===== config.mk =====
export PLATFORM = sky130hd
export DESIGN_NAME = pov_column_timing_controller_top
export DESIGN_NICKNAME = d
export VERILOG_FILES = /design/src/design/povct_pkg.sv /design/src/design/pov_column_timing_controller_top.sv
export SDC_FILE = /design/constraint.sdc
export NUM_CORES = 1
export LEC_CHECK = 0
export ABC_AREA = 1
export BUFFER_PORTS_ARGS = -buffer_cell sky130_fd_sc_hd__clkbuf_2
export CORE_ASPECT_RATIO = 0.8
export CORE_MARGIN = 4
export CORE_UTILIZATION = 55
export CTS_CLUSTER_DIAMETER = 60
export DETAILED_ROUTE_END_ITERATION = 8
export PLACE_DENSITY = 0.73
export SYNTH_ARGS = -nofsm -noshare
export SYNTH_HDL_FRONTEND = slang
export SYNTH_SLANG_ARGS = --single-unit

===== constraint.sdc =====
create_clock -name clk -period 14.2 [get_ports clk]
set_clock_uncertainty 0.2 [all_clocks]
set_input_delay 1.42 -clock clk [delete_from_list [all_inputs] [get_ports clk]]
set_output_delay 1.42 -clock clk [all_outputs]
set_load 0.05 [all_outputs]

===== src/design/povct_pkg.sv =====
// ----------------------------------------------------------------------------
// povct_pkg
// Shared constants and helpers of the POV column timing controller.
// ----------------------------------------------------------------------------
`default_nettype none

package povct_pkg;

  localparam int unsigned COLUMN_COUNT = 128;
  localparam int unsigned IMAGE_COUNT  = 4;

  localparam logic [1:0] CMD_HALL = 2'd0;
  localparam logic [1:0] CMD_TICK = 2'd1;
  localparam logic [1:0] CMD_POLL = 2'd2;

  localparam logic [1:0] REG_PERIOD_MIN = 2'd0;
  localparam logic [1:0] REG_PERIOD_MAX = 2'd1;
  localparam logic [1:0] REG_AUTO_REVS  = 2'd2;
  localparam logic [1:0] REG_DEBOUNCE   = 2'd3;

  localparam logic [31:0] RPM_DIVIDEND = 32'd60000000;

  localparam int IN_W  = 40;
  localparam int OUT_W = 80;

  function automatic logic [3:0] next_image(input logic [3:0] img);
    logic [4:0] inc;
    inc = {1'b0, img} + 5'd1;
    if (inc >= 5'(IMAGE_COUNT)) next_image = 4'd0;
    else next_image = inc[3:0];
  endfunction

endpackage

`default_nettype wire


===== src/design/pov_column_timing_controller_top.sv =====
// ----------------------------------------------------------------------------
// pov_column_timing_controller_top
// Timing core of a rotating POV display: revolution period, column timer
// compare value, column stepping, button debounce and image auto-advance.
// ----------------------------------------------------------------------------
// Flow: tick, poll and rejected Hall pulse pass through S_EXEC and S_FIN to output
//   valid; an accepted Hall pulse also runs two 32-step serial divides
//   (period/COLUMN_COUNT, then 60000000/period for rpm) via S_CMPU and S_RPM.
// Items: one at a time; a new transfer is taken only after the result is loaded
//   into the output register, which an output stall can delay.
// Reset (rst, synchronous): status state and m_tvalid cleared, button seen as
//   released, configuration back to 5000/200000/0/30000; data path not reset.
`default_nettype none

module pov_column_timing_controller_top
  import povct_pkg::*;
(
  input  wire              clk,
  input  wire              rst,
  input  wire              s_tvalid,
  output logic             s_tready,
  input  wire  [IN_W-1:0]  s_tdata,   // time_us[31:0], button_level[32], zero pad
  input  wire  [1:0]       s_tuser,   // command[1:0]
  output logic             m_tvalid,
  input  wire              m_tready,
  output logic [OUT_W-1:0] m_tdata,   // column_index[7:0], image_index[11:8],
                                      // stable[12], timer_running[13],
                                      // rev_period[45:14], compare_value[61:46],
                                      // rpm[77:62], zero pad
  output logic             m_tuser,   // column_valid
  input  wire              cfg_we,
  input  wire  [1:0]       cfg_index,
  input  wire  [31:0]      cfg_data
);

  localparam logic [2:0] S_IDLE = 3'd0;
  localparam logic [2:0] S_EXEC = 3'd1;
  localparam logic [2:0] S_DIVC = 3'd2;
  localparam logic [2:0] S_CMPU = 3'd3;
  localparam logic [2:0] S_DIVR = 3'd4;
  localparam logic [2:0] S_RPM  = 3'd5;
  localparam logic [2:0] S_FIN  = 3'd6;

  logic [2:0]  state;
  logic [31:0] period_min, period_max;
  logic [15:0] auto_revs;
  logic [19:0] debounce;

  logic [1:0]  cmd;
  logic [31:0] now;
  logic        level;

  logic [31:0] last_hall, rev_period, rev_count, last_adv, press_start;
  logic [7:0]  col_cnt;
  logic        stable_flag, running, btn_prev, wait_rel;
  logic [15:0] compare, rpm;
  logic [3:0]  image;
  logic        res_valid;
  logic [7:0]  res_col;

  // serial restoring divider
  logic [31:0] rem;
  logic [31:0] dvd, dvs;
  logic [4:0]  step;
  logic [32:0] rem_sh;
  logic        ge;

  assign rem_sh = {rem, dvd[31]};
  assign ge     = rem_sh >= {1'b0, dvs};
  assign s_tready = (state == S_IDLE);

  logic [31:0] period;
  assign period = now - last_hall;

  always_ff @(posedge clk) begin
    logic [3:0] img;
    logic       pv;
    if (rst) begin
      state       <= S_IDLE;
      period_min  <= 32'd5000;
      period_max  <= 32'd200000;
      auto_revs   <= 16'd0;
      debounce    <= 20'd30000;
      last_hall   <= '0;
      rev_period  <= '0;
      rev_count   <= '0;
      last_adv    <= '0;
      press_start <= '0;
      col_cnt     <= '0;
      stable_flag <= 1'b0;
      running     <= 1'b0;
      btn_prev    <= 1'b1;
      wait_rel    <= 1'b0;
      compare     <= '0;
      rpm         <= '0;
      image       <= '0;
      m_tvalid    <= 1'b0;
    end else begin
      if (cfg_we) begin
        case (cfg_index)
          REG_PERIOD_MIN: period_min <= cfg_data;
          REG_PERIOD_MAX: period_max <= cfg_data;
          REG_AUTO_REVS:  auto_revs  <= cfg_data[15:0];
          REG_DEBOUNCE:   debounce   <= cfg_data[19:0];
          default: ;
        endcase
      end
      // S_FIN owns m_tvalid while a result is being loaded
      if (m_tvalid && m_tready && state != S_FIN) m_tvalid <= 1'b0;

      case (state)
        S_IDLE: begin
          if (s_tvalid) begin
            cmd   <= s_tuser;
            now   <= s_tdata[31:0];
            level <= s_tdata[32];
            state <= S_EXEC;
          end
        end
        S_EXEC: begin
          res_valid <= 1'b0;
          res_col   <= '0;
          state     <= S_FIN;
          case (cmd)
            CMD_HALL: begin
              last_hall <= now;
              rev_count <= rev_count + 32'd1;
              if (period < period_min || period > period_max) begin
                stable_flag <= 1'b0;
                rev_period  <= '0;
                running     <= 1'b0;
                rpm         <= '0;
              end else begin
                stable_flag <= 1'b1;
                rev_period  <= period;
                col_cnt     <= '0;
                running     <= 1'b1;
                rem         <= '0;
                dvd         <= period;
                dvs         <= 32'(COLUMN_COUNT);
                step        <= '0;
                state       <= S_DIVC;
              end
            end
            CMD_TICK: begin
              if (running && {24'd0, col_cnt} < 32'(COLUMN_COUNT)) begin
                res_valid <= 1'b1;
                res_col   <= col_cnt;
                col_cnt   <= col_cnt + 8'd1;
              end
            end
            CMD_POLL: begin
              img = image;
              pv  = btn_prev;
              if (wait_rel) begin
                if (level) begin
                  wait_rel <= 1'b0;
                  pv = 1'b1;
                end
              end else begin
                if (!level && pv) press_start <= now;
                if (!level && !pv && (now - press_start) >= {12'd0, debounce}) begin
                  img = next_image(img);
                  wait_rel <= 1'b1;
                end
                pv = level;
              end
              btn_prev <= pv;
              if (auto_revs != 16'd0 && (rev_count - last_adv) >= {16'd0, auto_revs}) begin
                last_adv <= rev_count;
                img = next_image(img);
              end
              image <= img;
            end
            default: ;
          endcase
        end
        S_DIVC, S_DIVR: begin
          rem  <= ge ? 32'(rem_sh - {1'b0, dvs}) : rem_sh[31:0];
          dvd  <= {dvd[30:0], ge};
          step <= step + 5'd1;
          if (step == 5'd31) state <= (state == S_DIVC) ? S_CMPU : S_RPM;
        end
        S_CMPU: begin
          // ticks = 2*q clamped to 1..65535, stored minus one
          if (dvd[31:15] != '0)   compare <= 16'd65534;
          else if (dvd == '0)     compare <= 16'd0;
          else                    compare <= {dvd[14:0], 1'b0} - 16'd1;
          rem   <= '0;
          dvd   <= RPM_DIVIDEND;
          dvs   <= rev_period;
          step  <= '0;
          state <= S_DIVR;
        end
        S_RPM: begin
          // zero period (open window) reports zero rpm
          if (rev_period == '0)        rpm <= '0;
          else if (dvd[31:16] != '0)   rpm <= 16'hFFFF;
          else                         rpm <= dvd[15:0];
          state <= S_FIN;
        end
        S_FIN: begin
          if (!m_tvalid || m_tready) begin
            m_tvalid <= 1'b1;
            state    <= S_IDLE;
          end
        end
        default: state <= S_IDLE;
      endcase
    end
  end

  always_ff @(posedge clk) begin
    if (state == S_FIN && (!m_tvalid || m_tready)) begin
      m_tuser <= res_valid;
      m_tdata <= {2'b00, rpm, compare, rev_period, running, stable_flag, image, res_col};
    end
  end

endmodule

`default_nettype wire


Word level (Yosys, flattened, before mapping)
Cells that the tools add are included.
{"block": "op_classes", "addsub": 10, "order_cmp": 8, "eq_ne": 22, "mux": 49, "bitwise_logic": 2, "reduce_logical": 43}
{"cell": "2-to-1 mux 32 bit", "n": 8}
{"cell": "one-hot mux 32 bit (3 select lines)", "n": 2}
{"cell": "subtractor 32 bit", "n": 4}
{"cell": "2-to-1 mux 16 bit", "n": 6}
{"cell": "zero test 32 bit", "n": 2}
{"cell": "one-hot mux 32 bit (2 select lines)", "n": 1}
{"cell": "greater-or-equal comparator 33 x 32 -> 1 bit", "n": 1}
{"cell": "adder 32 x 1 -> 32 bit (second input constant)", "n": 1}
{"cell": "greater-or-equal comparator 32 x 16 -> 1 bit", "n": 1}
{"cell": "greater-or-equal comparator 32 x 20 -> 1 bit", "n": 1}
{"cell": "> comparator 32 bit", "n": 1}
{"cell": "less-than comparator 32 bit", "n": 1}
{"cell": "2-to-1 mux 4 bit", "n": 8}
{"cell": "one-hot mux 16 bit (2 select lines)", "n": 1}
{"cell": "nonzero test 16 bit", "n": 2}
{"cell": "2-to-1 mux 3 bit", "n": 6}
{"cell": "one-hot mux 3 bit (6 select lines)", "n": 1}
{"cell": "nonzero test 17 bit", "n": 1}
{"cell": "2-to-1 mux 8 bit", "n": 2}
{"cell": "!= test 2 bit (second input constant)", "n": 8}
{"cell": "one-hot mux 8 bit (2 select lines)", "n": 1}
{"cell": "AND reduction 2 bit", "n": 8}
{"cell": "AND reduction 4 bit", "n": 4}
{"cell": "subtractor 16 x 1 -> 16 bit (second input constant)", "n": 1}
{"cell": "other kinds (26)", "n": 62}
{"block": "word_totals", "reg_bits": 535, "inputBits": 81, "word_cells": 163}

Logic depth before layout (Yosys ltp)
{"block": "depth", "ltp_word": 12, "ltp_mapped": 35, "depth_no_buf": 34}

Worst setup path before layout
Ideal clock, no wire load.
{"block": "synth_path", "kind": "input -> register", "start": "in m_tready", "end": "reg m_tdata[0], enable pin", "setup_time_ns": 0.706, "arrival_ns": 8.831, "required_time_ns": 13.294, "slack_ns": 4.462, "stages": 2, "cell_sequence": "nor2_1 -> nor4_1"}
{"block": "synth_via", "elab_chain_len": 2}
{"item": "from (decl)", "line_no": "pov_column_timing_controller_top.sv:25", "text": "input wire m_tready,"}
{"item": "logical OR 1 bit", "line_no": "pov_column_timing_controller_top.sv:214", "text": "if (state == S_FIN && (!m_tvalid || m_tready)) begin"}
{"item": "logical AND 1 bit", "line_no": "pov_column_timing_controller_top.sv:214"}
{"item": "to (signal assigned)", "line_no": "pov_column_timing_controller_top.sv:216", "text": "m_tdata <= {2'b00, rpm, compare, rev_period, running, stable_flag, image, res_col};"}
{"item": "to (decl)", "line_no": "pov_column_timing_controller_top.sv:26", "text": "output logic [OUT_W-1:0] m_tdata,"}
Every way passes these cells.
A chain may end at the register's enable or synchronous reset.

Final worst setup path
{"block": "layout_path", "start": "reg now[0]", "end": "reg dvs[7], enable pin"}
{"block": "layout_via", "elab_chain_len": 5}
{"item": "from (decl)", "line_no": "pov_column_timing_controller_top.sv:50", "text": "logic [31:0] now;"}
{"item": "from (signal assigned)", "line_no": "pov_column_timing_controller_top.sv:115", "text": "now <= s_tdata[31:0];"}
{"item": "subtractor 32 bit (*)", "line_no": "pov_column_timing_controller_top.sv:73", "text": "assign period = now - last_hall;"}
{"item": "less-than comparator 32 bit / > comparator 32 bit (equally long branches)", "line_no": "pov_column_timing_controller_top.sv:128", "text": "if (period < period_min || period > period_max) begin"}
{"item": "logical OR 1 bit (*)", "line_no": "pov_column_timing_controller_top.sv:128"}
{"item": "!= test 2 bit (no line) (*)"}
{"item": "AND reduction 4 bit (no line) (*)"}
{"item": "to (signal assigned)", "line_no": "pov_column_timing_controller_top.sv:140", "text": "dvs <= 32'(COLUMN_COUNT);"}
{"item": "to (signal assigned)", "line_no": "pov_column_timing_controller_top.sv:191", "text": "dvs <= rev_period;"}
{"item": "to (decl)", "line_no": "pov_column_timing_controller_top.sv:63", "text": "logic [31:0] dvd, dvs;"}
Mark *: on every way between the ends. The rest lies on a longest branch, timed or not.

==> results.cfg <==
[worst_setup_path]
cpMostUsedCell = nand2_1
path_class = flip-flop to flip-flop
arrival_ns = 6.38
cp.required_ns = 14.23
max_stage_delay_ns = 0.98
cp_max_fo = 32
r2r_cells = 28
crit_slowest_cell = a21oi_4
end_kind = flip-flop
cp-start-kind = flip-flop

[global_route]
grt_pass1_wl_um = 125000
grtUsageMet2 = 0.392
antenna_found_initial = 4
top_usage_layer = met2
grt_max_degree = 123
grt_usage = 0.263
grt_overflow = 0
grtUsageMet3 = 0.0639
gr-usage-met1 = 0.387
grt_pass1_vias = 23300

[yosys]
ys_seq_area_frac = 0.428
synth_edf_count = 223
ys_warn_count = 0
ys_async_sr_fraction = 0
synth_top_area_share = 0.222
avgSynthCellArea_um2 = 7.81
netlist_instances = 3865
synthTopCellsByArea = edfxtp_1 (22%), dfxtp_1 (21%), ha_1 (9.7%), nand2_1 (9.1%), a21oi_1 (7.6%)
ys.flop_type = dfxtp_1
synth_area_um2 = 30200
synth_seq_cells = 534
synthDistinctLibCells = 62
yosysTopAreaCell = edfxtp_1

[sta]
tns_ns = 0
rsz0062_at_grt = false
tightest_slew_ns = 1.17
layout_worst_path_cycle_share = 0.447
whs_ns = 0.218
slew_headroom = 0.215
fmax_mhz = 158
setup_ws_ns = 7.85
hold_violations = 0
period_needed_ns = 6.35
drv_slew = 0
setup-violations-final = 0

[route]
drt-total-wl_um = 78800
drt_pass1_iterations = 7
drt.antenna.violating_nets = 0
drtIter0Drc = 2431
routed-via-count = 25800
wire_per_inst_um = 16.6
drc = 0
via_per_inst = 5.45

[power]
p_leak_nw = 14.4
power_density_nw_per_um2 = 167
irDropWorstVdd_mv = 0.101

[clock_tree]
htree_levels = 2
cts_setup_buffers = 0
cts_sinks = 534
clk_pin_slew_ns = 0.06
clock_latency_ns = 0.64
cts_resized = 0
root_buffer = clkbuf_16
cts_buffer_depth = 3
ctsHoldBuffers = 0
cts_buffers = 54
cts_tree = built

[layout]
design_area_um2 = 33400
synthToLayoutAreaGrowth_pct = 10.8
fin_nets = 4303
layout-drive-gt1-share = 0.0821

[placement]
place_hpwl_um = 58600
port_buffers = 154
dpl_worst_slack_ns = 7.93
gp_congestion = 0.939
place_area_um2 = 31500

[outcome]
status = complete, no violations

[floorplan]
initial_core_util = 0.559
fp.dieW_um = 270
rows = 76
core-area_um2 = 54000
ioPinCount = 164
dieArea_um2 = 58700
die_h_um = 217

[min_path]
min_path_cells = 0
min-delay-path-class = flip-flop to flip-flop

[flow_run]
maxCapViolations = 0
## stage by stage
stage	instances	util	total power [mW]
floorplan	3867	-	3.51
global placement	4631	0.584	4.03
detailed placement	4631	0.584	4.07
CTS	4733	0.619	5.58
global route	4735	0.619	5.97
finish	4735	0.619	5.60
## layer usage
| metal | wire length (um) | vias up |
|---|---|---|
| met4 | 1720 | 4 |
| li1 | - | 13000 |
| met1 | 36800 | 11700 |
| met5 | 24 | - |
| met3 | 8000 | 117 |
| met2 | 32300 | 934 |
## layout by cell type, fill, tap and decap left out, types with 57 or more instances in the layout
cell       synthesis  final
a21oi_1          456    453
xor2_1            89     89
nand3_1          103    102
dfxtp_1          311    311
inv_1            603    602
clkbuf_2           1    153
nand2_1          733    733
edfxtp_1         223    223
nor2_1           362    359
clkbuf_16          0     57
o21ai_0          310    310
ha_1             233    233
## cells by family after synthesis
group,Yosys count,share of synthesized area
and+or+nand+nor,1350,0.187
AOI/OAI and AO/OA,908,0.161
buffers and inverters,721,0.0917
DFF,534,0.428
adders and majority gates,237,0.0993
xor gates and xnor gates,114,0.0331
other,1,0.000124
## cells in the mapped netlist, drive strengths merged, types with 25 or more instances
cell type  count
xnor2         25
o21ai        351
edfxtp       223
xor2          89
clkbuf        90
a21oi        458
nand3        107
nor3          36
ha           233
nand2        750
dfxtp        311
nand4         37
nor2         379
inv          610
## registers in the layout, indices dropped and copies added (netlist names), 32 cells and up
signal,count
dvd,32
press_start,32
period_min,32
last_hall,32
rev_count,32
rem,32
rev_period,32
m_tdata,77
dvs,32
now,32
period_max,32
last_adv,32
## path summary, 6_finish.rpt
path / start / to / slack [ns]
worst max register to register: now[0] / dvs[7] / 7.85
worst max-delay path: now[0] / dvs[7] / 7.85
worst min-delay path: res_col[0] / m_tdata[0] / 0.22
worst min register to register: res_col[0] / m_tdata[0] / 0.22
## power by group
part / internal [mW] / switching (mW) / total (mW)
Combinational: 0.706 / 1.46 / 2.17
Clock: 0.851 / 0.644 / 1.50
Sequential: 1.84 / 0.0952 / 1.93
## critical path: cells and delay by family (launching register included)
kind	cells	cell delay, ns
AND/OR/NAND/NOR	16	1.85
buffers and inverters	3	0.31
AO/OA/AOI/OAI	5	1.83
adder cells (fa/ha/maj)	3	0.82
XOR/XNOR	1	0.55
flip-flops	1	0.35
## final cells by class
| class | instances | area [um2] |
|---|---|---|
| diodes | 2 | 5.00 |
| clock inverters | 37 | 380 |
| fillers | 4821 | 20600 |
| well taps | 702 | 878 |
| inverters | 613 | 2310 |
| repair buffers | 170 | 893 |
| flip-flops and latches | 534 | 12900 |
| clock buffers | 65 | 1500 |
| multi-input cells | 2612 | 14500 |
(Power assumes the default switching activity.)
